[src/rtl/ir_pulse_distance_frame_encoder_core_defines.svh]
// Assertion macros for the pulse-distance frame encoder.
// Included by the top level; no other dependencies.
`ifndef IR_PULSE_DISTANCE_FRAME_ENCODER_CORE_DEFINES_SVH
`define IR_PULSE_DISTANCE_FRAME_ENCODER_CORE_DEFINES_SVH

// same-cycle implication, disabled during reset
`define IPDFE_ASSERT_SAME(label, clk, rst, cond, expr) \
   label: assert property (@(posedge clk) disable iff (rst) (cond) |-> (expr)) \
      else $error("ipdfe assertion failed");

// next-cycle implication, disabled during reset
`define IPDFE_ASSERT_NEXT(label, clk, rst, cond, expr) \
   label: assert property (@(posedge clk) disable iff (rst) (cond) |=> (expr)) \
      else $error("ipdfe assertion failed");

`endif

[src/rtl/ipdfe_pkg.sv]
// Shared types and constants of the pulse-distance frame encoder.
// No dependencies.
`timescale 1ns / 1ps

package ipdfe_pkg;

   localparam int DUR_W             = 14;
   localparam int BYTE_W            = 8;
   localparam int CSR_INDEX_W       = 3;
   localparam int STEP_W            = 5;
   localparam int CMD_DEPTH_DEFAULT = 2;

   typedef enum logic [CSR_INDEX_W-1:0] {
      REG_LEADER_MARK  = 3'd0,
      REG_LEADER_SPACE = 3'd1,
      REG_BIT_MARK     = 3'd2,
      REG_ZERO_SPACE   = 3'd3,
      REG_ONE_SPACE    = 3'd4,
      REG_STOP_MARK    = 3'd5
   } reg_index_type;

   localparam logic [DUR_W-1:0] LEADER_MARK_RESET  = 14'd9000;
   localparam logic [DUR_W-1:0] LEADER_SPACE_RESET = 14'd4560;
   localparam logic [DUR_W-1:0] BIT_MARK_RESET     = 14'd500;
   localparam logic [DUR_W-1:0] ZERO_SPACE_RESET   = 14'd500;
   localparam logic [DUR_W-1:0] ONE_SPACE_RESET    = 14'd1800;
   localparam logic [DUR_W-1:0] STOP_MARK_RESET    = 14'd560;

   // segment sequence: leader mark, leader space, 16 data segments, stop mark
   localparam logic [STEP_W-1:0] STEP_LEADER_MARK  = 5'd0;
   localparam logic [STEP_W-1:0] STEP_LEADER_SPACE = 5'd1;
   localparam logic [STEP_W-1:0] STEP_FIRST_BIT    = 5'd2;
   localparam logic [STEP_W-1:0] STEP_LAST_BIT     = 5'd17;
   localparam logic [STEP_W-1:0] STEP_STOP_MARK    = 5'd18;

   typedef struct packed {
      logic [DUR_W-1:0] leader_mark_us;
      logic [DUR_W-1:0] leader_space_us;
      logic [DUR_W-1:0] bit_mark_us;
      logic [DUR_W-1:0] zero_space_us;
      logic [DUR_W-1:0] one_space_us;
      logic [DUR_W-1:0] stop_mark_us;
   } timing_type;

   typedef struct packed {
      logic [BYTE_W-1:0] data_byte;
      logic              leader;
      logic              stop;
   } cmd_type;

   typedef struct packed {
      logic              busy;
      logic [STEP_W-1:0] step;
   } back_status_type;

endpackage

[src/rtl/ipdfe_front.sv]
// Front end: accepts frame bytes, tracks the open frame and queues commands.
// Depends on ipdfe_pkg.
`timescale 1ns / 1ps

module ipdfe_front #(
   parameter int CMD_DEPTH = ipdfe_pkg::CMD_DEPTH_DEFAULT
) (
   input  logic                              clock,
   input  logic                              reset,
   input  logic                              req_push,
   output logic                              req_full,
   input  logic [ipdfe_pkg::BYTE_W-1:0]      req_data_byte,
   input  logic                              req_end_of_frame,
   output logic                              cmd_valid,
   output ipdfe_pkg::cmd_type                cmd,
   input  logic                              cmd_pop
);
   import ipdfe_pkg::*;

   localparam int IDX_W = $clog2(CMD_DEPTH);
   localparam int CNT_W = $clog2(CMD_DEPTH + 1);

   cmd_type           queue_ff [CMD_DEPTH];
   logic [IDX_W-1:0]  wr_ptr_ff, wr_ptr_in;
   logic [IDX_W-1:0]  rd_ptr_ff, rd_ptr_in;
   logic [CNT_W-1:0]  count_ff, count_in;
   logic              frame_open_ff, frame_open_in;
   logic              push_xfer;
   logic              pop_xfer;
   cmd_type           new_cmd;

   assign req_full  = (count_ff == CNT_W'(CMD_DEPTH));
   assign cmd_valid = (count_ff != '0);
   assign cmd       = queue_ff[rd_ptr_ff];
   assign push_xfer = req_push && !req_full;
   assign pop_xfer  = cmd_pop && cmd_valid;

   always_comb begin
      new_cmd.data_byte = req_data_byte;
      new_cmd.leader    = !frame_open_ff;
      new_cmd.stop      = req_end_of_frame;

      frame_open_in = push_xfer ? !req_end_of_frame : frame_open_ff;

      wr_ptr_in = wr_ptr_ff;
      if (push_xfer) begin
         wr_ptr_in = (wr_ptr_ff == IDX_W'(CMD_DEPTH - 1)) ? '0 : wr_ptr_ff + 1'b1;
      end
      rd_ptr_in = rd_ptr_ff;
      if (pop_xfer) begin
         rd_ptr_in = (rd_ptr_ff == IDX_W'(CMD_DEPTH - 1)) ? '0 : rd_ptr_ff + 1'b1;
      end

      count_in = count_ff;
      if (push_xfer && !pop_xfer) begin
         count_in = count_ff + 1'b1;
      end else if (pop_xfer && !push_xfer) begin
         count_in = count_ff - 1'b1;
      end
   end

   always_ff @(posedge clock) begin
      if (reset) begin
         wr_ptr_ff     <= '0;
         rd_ptr_ff     <= '0;
         count_ff      <= '0;
         frame_open_ff <= 1'b0;
      end else begin
         wr_ptr_ff     <= wr_ptr_in;
         rd_ptr_ff     <= rd_ptr_in;
         count_ff      <= count_in;
         frame_open_ff <= frame_open_in;
      end
   end

   always_ff @(posedge clock) begin
      if (push_xfer) begin
         queue_ff[wr_ptr_ff] <= new_cmd;
      end
   end

endmodule

[src/rtl/ipdfe_back.sv]
// Back end: steps through the segments of one queued byte into the result register,
// one per cycle while that register is empty or popped. Depends on ipdfe_pkg.
`timescale 1ns / 1ps

module ipdfe_back (
   input  logic                              clock,
   input  logic                              reset,
   input  ipdfe_pkg::timing_type             timing,
   input  logic                              cmd_valid,
   input  ipdfe_pkg::cmd_type                cmd,
   output logic                              cmd_pop,
   output ipdfe_pkg::back_status_type        status,
   output logic                              rsp_empty,
   input  logic                              rsp_pop,
   output logic                              rsp_drive_on,
   output logic [ipdfe_pkg::DUR_W-1:0]       rsp_duration_us,
   output logic                              rsp_run_last
);
   import ipdfe_pkg::*;

   logic                 busy_ff;
   logic [STEP_W-1:0]    step_ff;
   logic [BYTE_W-1:0]    byte_ff;
   logic                 stop_ff;
   logic                 rsp_valid_ff;
   logic                 drive_ff;
   logic [DUR_W-1:0]     dur_ff;
   logic                 last_ff;

   logic                 advance;
   logic                 load;
   logic                 seg_drive;
   logic [DUR_W-1:0]     seg_dur;
   logic                 seg_last;
   logic [STEP_W-1:0]    bit_offset;
   logic                 bit_value;

   assign advance = busy_ff && (!rsp_valid_ff || rsp_pop);
   assign load    = cmd_valid && (!busy_ff || (advance && seg_last));
   assign cmd_pop = load;

   assign status.busy = busy_ff;
   assign status.step = step_ff;

   assign rsp_empty       = !rsp_valid_ff;
   assign rsp_drive_on    = drive_ff;
   assign rsp_duration_us = dur_ff;
   assign rsp_run_last    = last_ff;

   always_comb begin
      bit_offset = step_ff - STEP_FIRST_BIT;
      bit_value  = byte_ff[bit_offset[$clog2(BYTE_W):1]];
      seg_last   = stop_ff ? (step_ff == STEP_STOP_MARK) : (step_ff == STEP_LAST_BIT);
      if (step_ff == STEP_LEADER_MARK) begin
         seg_drive = 1'b1;
         seg_dur   = timing.leader_mark_us;
      end else if (step_ff == STEP_LEADER_SPACE) begin
         seg_drive = 1'b0;
         seg_dur   = timing.leader_space_us;
      end else if (step_ff == STEP_STOP_MARK) begin
         seg_drive = 1'b1;
         seg_dur   = timing.stop_mark_us;
      end else if (!step_ff[0]) begin
         seg_drive = 1'b1;
         seg_dur   = timing.bit_mark_us;
      end else begin
         seg_drive = 1'b0;
         seg_dur   = bit_value ? timing.one_space_us : timing.zero_space_us;
      end
   end

   always_ff @(posedge clock) begin
      if (reset) begin
         busy_ff      <= 1'b0;
         step_ff      <= STEP_LEADER_MARK;
         rsp_valid_ff <= 1'b0;
      end else begin
         if (load) begin
            busy_ff <= 1'b1;
            step_ff <= cmd.leader ? STEP_LEADER_MARK : STEP_FIRST_BIT;
         end else if (advance) begin
            if (seg_last) begin
               busy_ff <= 1'b0;
            end else begin
               step_ff <= step_ff + 1'b1;
            end
         end
         if (advance) begin
            rsp_valid_ff <= 1'b1;
         end else if (rsp_pop) begin
            rsp_valid_ff <= 1'b0;
         end
      end
   end

   always_ff @(posedge clock) begin
      if (load) begin
         byte_ff <= cmd.data_byte;
         stop_ff <= cmd.stop;
      end
      if (advance) begin
         drive_ff <= seg_drive;
         dur_ff   <= seg_dur;
         last_ff  <= seg_last;
      end
   end

endmodule

[src/rtl/ir_pulse_distance_frame_encoder_core.sv]
// Top level of the pulse-distance frame encoder: timing registers,
// front end, back end. Depends on ipdfe_pkg, ipdfe_front, ipdfe_back.
//
// Usage:
//   Bytes enter as queue pushes (req_push / req_full) with the end-of-frame
//   flag. Each byte yields 16 segments, 2 more for the leader when it opens
//   a frame and 1 more for the stop mark when it ends one; the final segment
//   of a byte carries rsp_run_last. Segments leave as queue pops
//   (rsp_empty / rsp_pop).
//   When the back end is free, the first segment of a byte passes from the
//   command queue through the sequencer step register into the result register.
//   Segments leave one per cycle while rsp_pop stays high; the segment
//   sequencer in the back end sets this rate and loads the next queued byte
//   as it registers the last segment of the current one.
//   A command queue (CMD_DEPTH entries) takes new bytes while the back end
//   works; req_full rises when it fills.
//   When rsp_pop stays low the result register holds, the sequencer stops,
//   and the queue fills up until req_full backs up the sender.
//   Reset (synchronous) empties both sides, closes any open frame and loads
//   the timing registers with their default values.
//   csr_* writes take effect at once and are meant for idle periods.
`timescale 1ns / 1ps
`include "ir_pulse_distance_frame_encoder_core_defines.svh"

module ir_pulse_distance_frame_encoder_core #(
   parameter int CMD_DEPTH = ipdfe_pkg::CMD_DEPTH_DEFAULT
) (
   input  logic                              clock,
   input  logic                              reset,
   input  logic                              req_push,
   output logic                              req_full,
   input  logic [ipdfe_pkg::BYTE_W-1:0]      req_data_byte,
   input  logic                              req_end_of_frame,
   output logic                              rsp_empty,
   input  logic                              rsp_pop,
   output logic                              rsp_drive_on,
   output logic [ipdfe_pkg::DUR_W-1:0]       rsp_duration_us,
   output logic                              rsp_run_last,
   input  logic                              csr_wr_en,
   input  logic [ipdfe_pkg::CSR_INDEX_W-1:0] csr_index,
   input  logic [ipdfe_pkg::DUR_W-1:0]       csr_wdata
);
   import ipdfe_pkg::*;

   timing_type       timing_ff, timing_in;
   logic             cmd_valid;
   cmd_type          cmd;
   logic             cmd_pop;
   back_status_type  back_status;

   always_comb begin
      timing_in = timing_ff;
      if (csr_wr_en) begin
         case (csr_index)
            REG_LEADER_MARK:  timing_in.leader_mark_us  = csr_wdata;
            REG_LEADER_SPACE: timing_in.leader_space_us = csr_wdata;
            REG_BIT_MARK:     timing_in.bit_mark_us     = csr_wdata;
            REG_ZERO_SPACE:   timing_in.zero_space_us   = csr_wdata;
            REG_ONE_SPACE:    timing_in.one_space_us    = csr_wdata;
            REG_STOP_MARK:    timing_in.stop_mark_us    = csr_wdata;
            default:          timing_in = timing_ff;
         endcase
      end
   end

   always_ff @(posedge clock) begin
      if (reset) begin
         timing_ff.leader_mark_us  <= LEADER_MARK_RESET;
         timing_ff.leader_space_us <= LEADER_SPACE_RESET;
         timing_ff.bit_mark_us     <= BIT_MARK_RESET;
         timing_ff.zero_space_us   <= ZERO_SPACE_RESET;
         timing_ff.one_space_us    <= ONE_SPACE_RESET;
         timing_ff.stop_mark_us    <= STOP_MARK_RESET;
      end else begin
         timing_ff <= timing_in;
      end
   end

   ipdfe_front #(
      .CMD_DEPTH (CMD_DEPTH)
   ) u_front (
      .clock            (clock),
      .reset            (reset),
      .req_push         (req_push),
      .req_full         (req_full),
      .req_data_byte    (req_data_byte),
      .req_end_of_frame (req_end_of_frame),
      .cmd_valid        (cmd_valid),
      .cmd              (cmd),
      .cmd_pop          (cmd_pop)
   );

   ipdfe_back u_back (
      .clock           (clock),
      .reset           (reset),
      .timing          (timing_ff),
      .cmd_valid       (cmd_valid),
      .cmd             (cmd),
      .cmd_pop         (cmd_pop),
      .status          (back_status),
      .rsp_empty       (rsp_empty),
      .rsp_pop         (rsp_pop),
      .rsp_drive_on    (rsp_drive_on),
      .rsp_duration_us (rsp_duration_us),
      .rsp_run_last    (rsp_run_last)
   );

   // a shown segment that is not the last of its byte means more are pending
   `IPDFE_ASSERT_SAME(a_pending_segments, clock, reset,
      !rsp_empty && !rsp_run_last, back_status.busy)

   // a transferred byte is queued or already taken by the sequencer
   `IPDFE_ASSERT_NEXT(a_push_lands, clock, reset,
      req_push && !req_full, cmd_valid || back_status.busy)

   // the sequencer never runs past the stop mark
   `IPDFE_ASSERT_SAME(a_step_range, clock, reset,
      back_status.busy, back_status.step <= STEP_STOP_MARK)

endmodule

[config.mk]
export PLATFORM = sky130hd
export DESIGN_NAME = ir_pulse_distance_frame_encoder_core
export DESIGN_NICKNAME = d
export VERILOG_FILES = /design/src/rtl/ipdfe_pkg.sv /design/src/rtl/ipdfe_front.sv /design/src/rtl/ipdfe_back.sv /design/src/rtl/ir_pulse_distance_frame_encoder_core.sv
export VERILOG_INCLUDE_DIRS = /design/src /design/src/rtl
export SDC_FILE = /design/constraint.sdc
export NUM_CORES = 1
export LEC_CHECK = 0
export BUFFER_PORTS_ARGS = -buffer_cell sky130_fd_sc_hd__buf_2
export CAP_MARGIN = 10
export CORE_AREA = 5 5 111 134
export CTS_BUF_LIST = sky130_fd_sc_hd__clkbuf_8
export DETAILED_ROUTE_END_ITERATION = 7
export DIE_AREA = 0 0 116 139
export PLACE_DENSITY = 0.65
export SETUP_SLACK_MARGIN = 0.1
export SYNTH_ARGS = -nofsm -noshare
export SYNTH_HDL_FRONTEND = slang
export SYNTH_SLANG_ARGS = --single-unit
[constraint.sdc]
create_clock -name clock -period 7.8 [get_ports clock]
set_input_delay 1.56 -clock clock [delete_from_list [all_inputs] [get_ports clock]]
set_output_delay 1.56 -clock clock [all_outputs]
set_load 0.005 [all_outputs]
==> impl_metrics.tcl, run 1 <==
set metrics [dict create \
    hold_violations 0 \
    cts_buffers 17 \
    p_leak_nw 2.50 \
    drc 0 \
    fillers 1295 \
    cts_root_buffer "clkbuf_8" \
    powerDensity_nw_per_um2 315 \
    arrival_ps 3530 \
    grt_overflow 0 \
    drive_gt1_share_pct 16.0 \
    wl_mm 14.2 \
    core_area_um2 13500 \
    postRouteAntennaNets 0 \
    htreeDepth 4 \
    setup_viol 0 \
    gp_congestion 0.794 \
    max_clock_freq_ghz 0.310 \
    finalCriticalPeriod_ps 3230 \
    synth_flop_cell "dfxtp_1" \
    yosysWarnings 0 \
    crit_required_ps 8100 \
    grt_start_max_net_pins 95 \
    area_delta_synth_final_pct 11.7 \
    slowest_delay_ps 830 \
    slew_headroom_pct 25.5 \
    cts_sinks 142 \
    netlist_instances 609 \
    status "finished clean" \
    clkSlewWorstSetupHoldPaths_ps 80 \
    rsz0062_at_grt "no" \
    vias_per_cell 5.45 \
    drt_iter0_drc 351 \
    synth_area_leaders "dfxtp_1 33%, edfxtp_1 23%, nand2_1 11%" \
    setup.worst_path.start_class "flip-flop" \
    syn_area_per_cell_um2 9.74 \
    rows 47 \
    cp_max_fo 30 \
    maxCapViolCount 0 \
    dr.pass1.iters 4 \
    synth_edf_count 45 \
    antenna_found_initial 0 \
    cts_tree "built" \
    die_area_um2 16100 \
    synth_async_sr_flop_share_pct 0 \
    peakVddDrop_mv 0.199 \
    tns_ps 0 \
    synth.net_count 647 \
    period_share_pct 41.4 \
    postCtsResizedCells 0 \
    routed-via-count 4476 \
    seq_area_frac_synth_pct 55.5 \
    fin_skew_ps 9.07 \
    worst-path-buf-inv 1 \
    io_buffers 48 \
    end_kind "flip-flop" \
    hold_buffers 0 \
    synth_top_area_cell "dfxtp_1" \
    synth-seq-cells 142 \
    clk-insertion-delay-late_ps 460 \
    critPathSlowestCell "nor3b_4" \
    clock_path_buffers 2 \
    worstPathCellList "inv_1 -> ha_1 -> and4bb_2 -> nor3b_4 -> a221oi_1 -> nor2_1" \
    start_util_pct 43.9 \
    critPathKind "reg2reg" \
    grtUsageTotal_pct 18.6 \
    wl_per_cell_um 17.3 \
    dp_hpwl_mm 9.10 \
    finalPower_mw 2.09 \
    ios 49 \
    fp.dieW_um 116 \
    hp-class "reg2reg" \
    antenna_cells 0 \
    drv_slew 0 \
    grt_pass1_wl_mm 23.1 \
    post_cts_buffers 0 \
    nets 676 \
    grt_pass1_vias 4437 \
    cp_top_family "simple AND/OR/NAND/NOR gates" \
    synth_top_area_share_pct 32.7 \
    yosysUniqueCellTypes 44 \
    worstMarginPinSlew_ps 1110 \
    netlist_area_um2 5930 \
    fp.dieH_um 139 \
]
==> worst paths after layout <==
| check | from | to | slack [ps] | cells after the start |
|---|---|---|---|---|
| setup / recovery | u_back.step_ff[0] | u_back.rsp_duration_us[1] | 4570 | 6 |
| hold / removal | timing_ff[52] | timing_ff[52] | 450 | 2 |
| setup reg to reg | u_back.step_ff[0] | u_back.rsp_duration_us[1] | 4570 | 6 |
| hold reg to reg | timing_ff[52] | timing_ff[52] | 450 | 2 |
==> synthesized netlist by cell type, drive strengths merged (6+ instances only) <==
cell type  number
nor2           31
o22ai          14
dfxtp          97
inv             8
edfxtp         45
mux2           11
a21oi          61
a211o          14
nand3b         30
nand2         173
xnor2           6
nor3b          15
buf             9
ha              7
a221oi         14
clkbuf         29
==> state kept, by name (all words and copies together), names as in the netlist, 2 cells and up, named ones only <==
| signal | count |
|---|---|
| u_back.rsp_duration_us | 14 |
| u_back.byte_ff | 8 |
| u_front.count_ff | 2 |
| u_front.queue_ff | 20 |
| timing_ff | 84 |
| u_back.step_ff | 5 |
==> worst reg2reg max path, cell delays in order, from the launching register on <==
cell and delay [ps]:
dfxtp_1 790, inv_1 330, ha_1 320, and4bb_2 450
nor3b_4 830, a221oi_1 180, nor2_1 180
==> stage by stage <==
| step | util [%] | hold WS [ps] | area (µm²) | cells | worst slack (ps) |
|---|---|---|---|---|---|
| after floorplan | - | 432 | 5930 | 609 | 4700 |
| after global placement | 45.9 | 437 | 6210 | 790 | 4490 |
| after detailed placement | 45.9 | 443 | 6210 | 790 | 4410 |
| after CTS | 49.0 | 454 | 6630 | 821 | 4590 |
| after global routing | 49.0 | 473 | 6630 | 821 | 4310 |
| final | 49.0 | 452 | 6630 | 821 | 4570 |
==> metal layers <==
metal	wire length, µm	global-route usage [%]
met5	0	0
met4	218	6.90
met3	852	4.28
met2	7330	31.3
met1	5820	23.0
==> logic make-up after synthesis <==
| logic type | after synthesis | synth area share [%] |
|---|---|---|
| AOI/OAI and AO/OA | 115 | 13.2 |
| xor gates and xnor gates | 8 | 1.18 |
| adders and majority gates | 7 | 1.48 |
| buffers and inverters | 47 | 3.65 |
| DFF | 142 | 55.5 |
| muxes | 14 | 3.20 |
| and+or+nand+nor | 276 | 21.8 |
==> power by group <==
| group | internal, mW | switching, mW | total [mW] |
|---|---|---|---|
| registers | 0.891 | 0.0570 | 0.948 |
| clock network | 0.343 | 0.279 | 0.622 |
| logic | 0.218 | 0.302 | 0.521 |
==> final cells by class <==
| cell class | instances | area [µm²] | share of cell area [%] |
|---|---|---|---|
| flip-flops and latches | 142 | 3290 | 49.7 |
| clock buffers | 17 | 234 | 3.53 |
| inverters | 8 | 30.0 | 0.453 |
| clock inverters | 14 | 183 | 2.76 |
| well taps | 171 | 214 | 3.23 |
| multi-input cells | 420 | 2430 | 36.6 |
| repair buffers | 49 | 248 | 3.74 |
==> cell usage in the layout (no fill, tap or decap), drive strengths merged, types with 6 or more instances in the layout <==
cell / instances
nand2: 173
nand3b: 30
nor3b: 15
buf: 49
nor2: 31
a21oi: 61
xnor2: 6
o22ai: 14
a211o: 14
clkbuf: 17
ha: 7
dfxtp: 97
mux2: 11
edfxtp: 45
a221oi: 14
inv: 13
(Power assumes the default switching activity.)
==> run 2: changes to the inputs <==
Clock period 7.8 ns to 3.3 ns, I/O delays scaled along.
==> run 2 against run 1 <==
Critical path depth up 1. Die area unchanged. Sequential share of layout area up 0.056 points.
==> impl_metrics.tcl, run 2 (synthesis gave the netlist of run 1 again) <==
set metrics [dict create \
    status "finished clean" \
    grt_pass1_vias 4432 \
    critPathKind "reg2reg" \
    drive_gt1_share_pct 17.1 \
    crit_required_ps 3600 \
    hold_buffers 0 \
    post_cts_buffers 0 \
    vias_per_cell 5.38 \
    grt_pass1_wl_mm 22.4 \
    largest-register "timing_ff" \
    nets 681 \
    grt_overflow 0 \
    drv_slew 0 \
    met1Wirelength_mm 5.93 \
    area_delta_synth_final_pct 11.6 \
    tns_ps 0 \
    dp_hpwl_mm 9.15 \
    antenna_found_initial 0 \
    design_area_um2 6620 \
    hold_violations 0 \
    io_buffers 48 \
    clock_path_buffers 2 \
    cts_buffers 17 \
    wl_met3_um 748 \
    finalCriticalPeriod_ps 2760 \
    core_area_um2 13500 \
    final_common_cell "nand2_1" \
    cts_tree "built" \
    cts_root_buffer "clkbuf_8" \
    die_area_um2 16100 \
    fp.dieW_um 116 \
    fp.dieH_um 139 \
    fillers 1244 \
    clk-insertion-delay-late_ps 450 \
    placed_cell_area_um2 6260 \
    rows 47 \
    fin_skew_ps 10.7 \
    end_kind "flip-flop" \
    holdWs_ps 399 \
    grt_start_max_net_pins 57 \
    gp_congestion 0.802 \
    top_layer_used "met4" \
    dr.pass1.iters 5 \
    setup.worst_path.start_class "flip-flop" \
    final_cell_mix "173 x nand2_1, 97 x dfxtp_1, 61 x a21oi_1, 48 x buf_2, 45 x edfxtp_1" \
    drt_iter0_drc 275 \
    antenna_cells 0 \
    peakVddDrop_mv 0.422 \
    grtUsageTotal_pct 18.0 \
    wl_mm 13.9 \
    powerDensity_nw_per_um2 719 \
    period_share_pct 83.6 \
    drc 0 \
    clkSlewWorstSetupHoldPaths_ps 80 \
    p_leak_nw 2.49 \
    placed_cells 795 \
    hp-class "in2reg" \
    wl_per_cell_um 16.9 \
    setup_viol 0 \
    wl_met2_mm 7.01 \
    slew_headroom_pct 24.5 \
    start_util_pct 43.9 \
    largest_reg_flops 84 \
    htreeDepth 4 \
    cp_max_fo 14 \
    cts_sinks 142 \
    final_core_utilization_pct 49.0 \
    ios 49 \
    arrival_ps 3060 \
    rsz0062_at_grt "no" \
    postCtsResizedCells 0 \
    postRouteAntennaNets 0 \
    max_clock_freq_ghz 0.363 \
    routed-via-count 4452 \
    worstMarginPinSlew_ps 1130 \
    maxCapViolCount 0 \
    instances_no_fill 827 \
]
## run 2: cell count changes in the layout (fill, tap and decap cells not counted), sizes merged
cell,previous run,this run
buf,49,54
bufinv,4,1
clkinvlp,0,3
inv,13,14
## run 2: worst max-delay path: stages, from the launching register on
cell and delay (ps):
dfxtp_1 480, inv_1 130, ha_1 320, mux4_1 280, mux2_4 300, nor3_4 720
a221oi_1 210, nor2_1 170
## run 2: layer usage
layer,GRT usage [%],up-vias
met5,0,-
met4,6.60,0
met3,4.23,20
met2,30.1,122
met1,22.5,2131
li1,-,2179
## run 2: final cells by class
class                   instances  area [µm²]  area share, %
clock buffers                  17         234           3.53
clock inverters                15         125           1.89
inverters                       8        30.0          0.454
multi-input cells             420        2430           36.7
flip-flops and latches        142        3290           49.7
well taps                     171         214           3.23
repair buffers                 54         298           4.50
## run 2: per-stage QoR
stage          power [mW]  setup WS [ps]
3_5_place_dp         3.54            537
3_3_place_gp         3.49            655
6_report             4.76            541
4_1_cts              4.81            516
5_1_grt              5.03            372
2_1_floorplan        3.16            795
## run 2: path summary, 6_finish.rpt
kind	from	endpoint	slack [ps]	cells after the start
worst max-delay path	u_back.step_ff[1]	u_back.rsp_duration_us[13]	540	7
worst min-delay path	req_data_byte[6]	u_front.queue_ff[1][8]	400	1
worst max register to register	u_back.step_ff[1]	u_back.rsp_duration_us[13]	540	7
worst min register to register	timing_ff[42]	timing_ff[42]	460	2
## run 2: power breakdown
| part | switching (mW) | total [mW] | internal, mW |
|---|---|---|---|
| Sequential | 0.113 | 2.22 | 2.11 |
| Combinational | 0.743 | 1.27 | 0.527 |
| Clock | 0.680 | 1.27 | 0.593 |
==> run 3: changes to the inputs <==
Settings changed: PLACE_DENSITY 0.65 to 0.68.
Clock period 3.3 ns to 2.4 ns, I/O delays scaled along.
==> run 3 against run 2 <==
Clock skew is 7.7 ps higher. Wire length is 2.8% higher. Die area stayed put. Sequential power is 38% higher. Worst hold slack worse by 180 ps. Utilization is 2.5 points higher. Global-route usage is 0.36 points higher. Register-to-register slack worse by 390 ps. First-iteration DRC count is 29% higher. Sequential share of layout area is 2.3 points lower. Total power is 49% higher. Critical path type unchanged. Critical endpoint is now u_back.rsp_duration_us[11].
==> impl_metrics.tcl, run 3 (synthesis gave the netlist of run 1 again) <==
set metrics [dict create \
    area_delta_synth_final_pct 17.2 \
    cts_buffers 17 \
    hold_buffers 0 \
    worstMarginPinSlew_ps 703 \
    gp_congestion 0.788 \
    clk-insertion-delay-late_ps 460 \
    clock_path_buffers 2 \
    wl_mm 14.3 \
    finalCriticalPeriod_ps 2250 \
    final_cell_mix "173 x nand2_1, 94 x dfxtp_1, 61 x a21oi_1, 48 x buf_2, 45 x edfxtp_1" \
    comb_power_share_pct 29.6 \
    core_area_um2 13500 \
    instances_no_fill 846 \
    dp_hpwl_mm 9.55 \
    cp_max_fo 5 \
    max_clock_freq_ghz 0.445 \
    p_leak_nw 2.63 \
    drc 0 \
    cts_sinks 142 \
    finalPower_mw 7.10 \
    drive_gt1_share_pct 21.6 \
    grt_overflow 0 \
    crit_required_ps 2620 \
    fp.dieH_um 139 \
    vias_per_cell 5.43 \
    holdWs_ps 217 \
    design_area_um2 6950 \
    nets 700 \
    p_sw_mw 2.19 \
    end_kind "flip-flop" \
    period_share_pct 93.7 \
    fp.dieW_um 116 \
    wl_per_cell_um 16.9 \
    p_int_mw 4.90 \
    setup_viol 0 \
    grt_pass1_wl_mm 23.2 \
    grt_start_max_net_pins 45 \
    rsz0062_at_grt "yes" \
    postRouteAntennaNets 0 \
    largest-register "timing_ff" \
    placed_cells 807 \
    final_common_cell "nand2_1" \
    hp-class "in2reg" \
    pwr-share-clk_pct 27.3 \
    arrival_ps 2470 \
    drv_slew 0 \
    slew_headroom_pct 53.0 \
    hold_violations 0 \
    setup.worst_path.start_class "flip-flop" \
    peakVddDrop_mv 0.542 \
    fillers 1264 \
    htreeDepth 4 \
    placed_cell_area_um2 6400 \
    drt_iter0_drc 354 \
    sequentialPowerShare_pct 43.1 \
    status "finished clean" \
    start_util_pct 43.9 \
    tns_ps 0 \
    antenna_found_initial 0 \
    antenna_cells 0 \
    clkSlewWorstSetupHoldPaths_ps 90 \
    grt_pass1_vias 4599 \
    die_area_um2 16100 \
    io_buffers 48 \
    largest_reg_flops 84 \
    critPathKind "reg2reg" \
    rows 47 \
    cts_tree "built" \
    routed-via-count 4598 \
    ios 49 \
    swShare_pct 30.9 \
    grtUsageTotal_pct 18.4 \
    powerDensity_nw_per_um2 1020 \
    maxCapViolCount 0 \
    fin_skew_ps 18.4 \
    cts_root_buffer "clkbuf_8" \
    dr.pass1.iters 5 \
]
run 3: layer usage:
layer,wire (µm),vias to the layer above,track usage [%]
met2,7430,133,31.6
met1,5800,2225,22.3
met3,867,19,4.80
li1,-,2221,-
met5,0,-,0
met4,234,0,5.80
run 3: stage by stage:
| step | worst slack, ps | utilization, % |
|---|---|---|
| 6_report | 151 | 51.4 |
| 5_1_grt | 68.5 | 51.4 |
| 4_1_cts | 107 | 50.9 |
| 3_5_place_dp | -125 | 47.4 |
| 3_3_place_gp | -29.6 | 47.4 |
| 2_1_floorplan | 128 | - |
run 3: critical path: stages (launching register included):
cell and delay, ps:
dfxtp_4 370, buf_6 110, mux4_2 490, mux2_4 290, nor3b_4 180, buf_12 160
buf_4 140, a221oi_2 210, nor2_1 70
run 3: cell type report:
type                            count  area [µm²]  area share (%)
Clock inverter                     14         150            2.16
Tap cell                          171         214            3.08
Multi-Input combinational cell    420        2500            36.0
Timing Repair Buffer               73         503            7.23
Clock buffer                       18         248            3.56
Sequential cell                   142        3300            47.4
Inverter                            8        36.3           0.522
run 3: worst paths after layout:
kind,to,startpoint,slack (ps),cells past startpoint
setup / recovery,u_back.rsp_duration_us[11],u_back.step_ff[1],150,8
hold / removal,u_front.queue_ff[1][8],req_data_byte[6],220,1
setup reg to reg,u_back.rsp_duration_us[11],u_back.step_ff[1],150,8
hold reg to reg,timing_ff[52],timing_ff[52],460,2
run 3: timing repair:
| action | in CTS | in global routing |
|---|---|---|
| setup endpoints to repair | 14 | 14 |
| cloned | 0 | 1 |
| pin swaps | 0 | 3 |
| setup buffers | 5 | 1 |
| resized for setup | 4 | 13 |
run 3: power by group through the flow:
stage	Combinational [mW]	Clock, mW	Sequential [mW]
detailed placement	1.90	0	3.11
global placement	1.84	0	3.09
global route	2.28	2.09	3.09
floorplan	1.32	0	3.06
CTS	2.01	1.98	3.05
finish	2.10	1.94	3.06
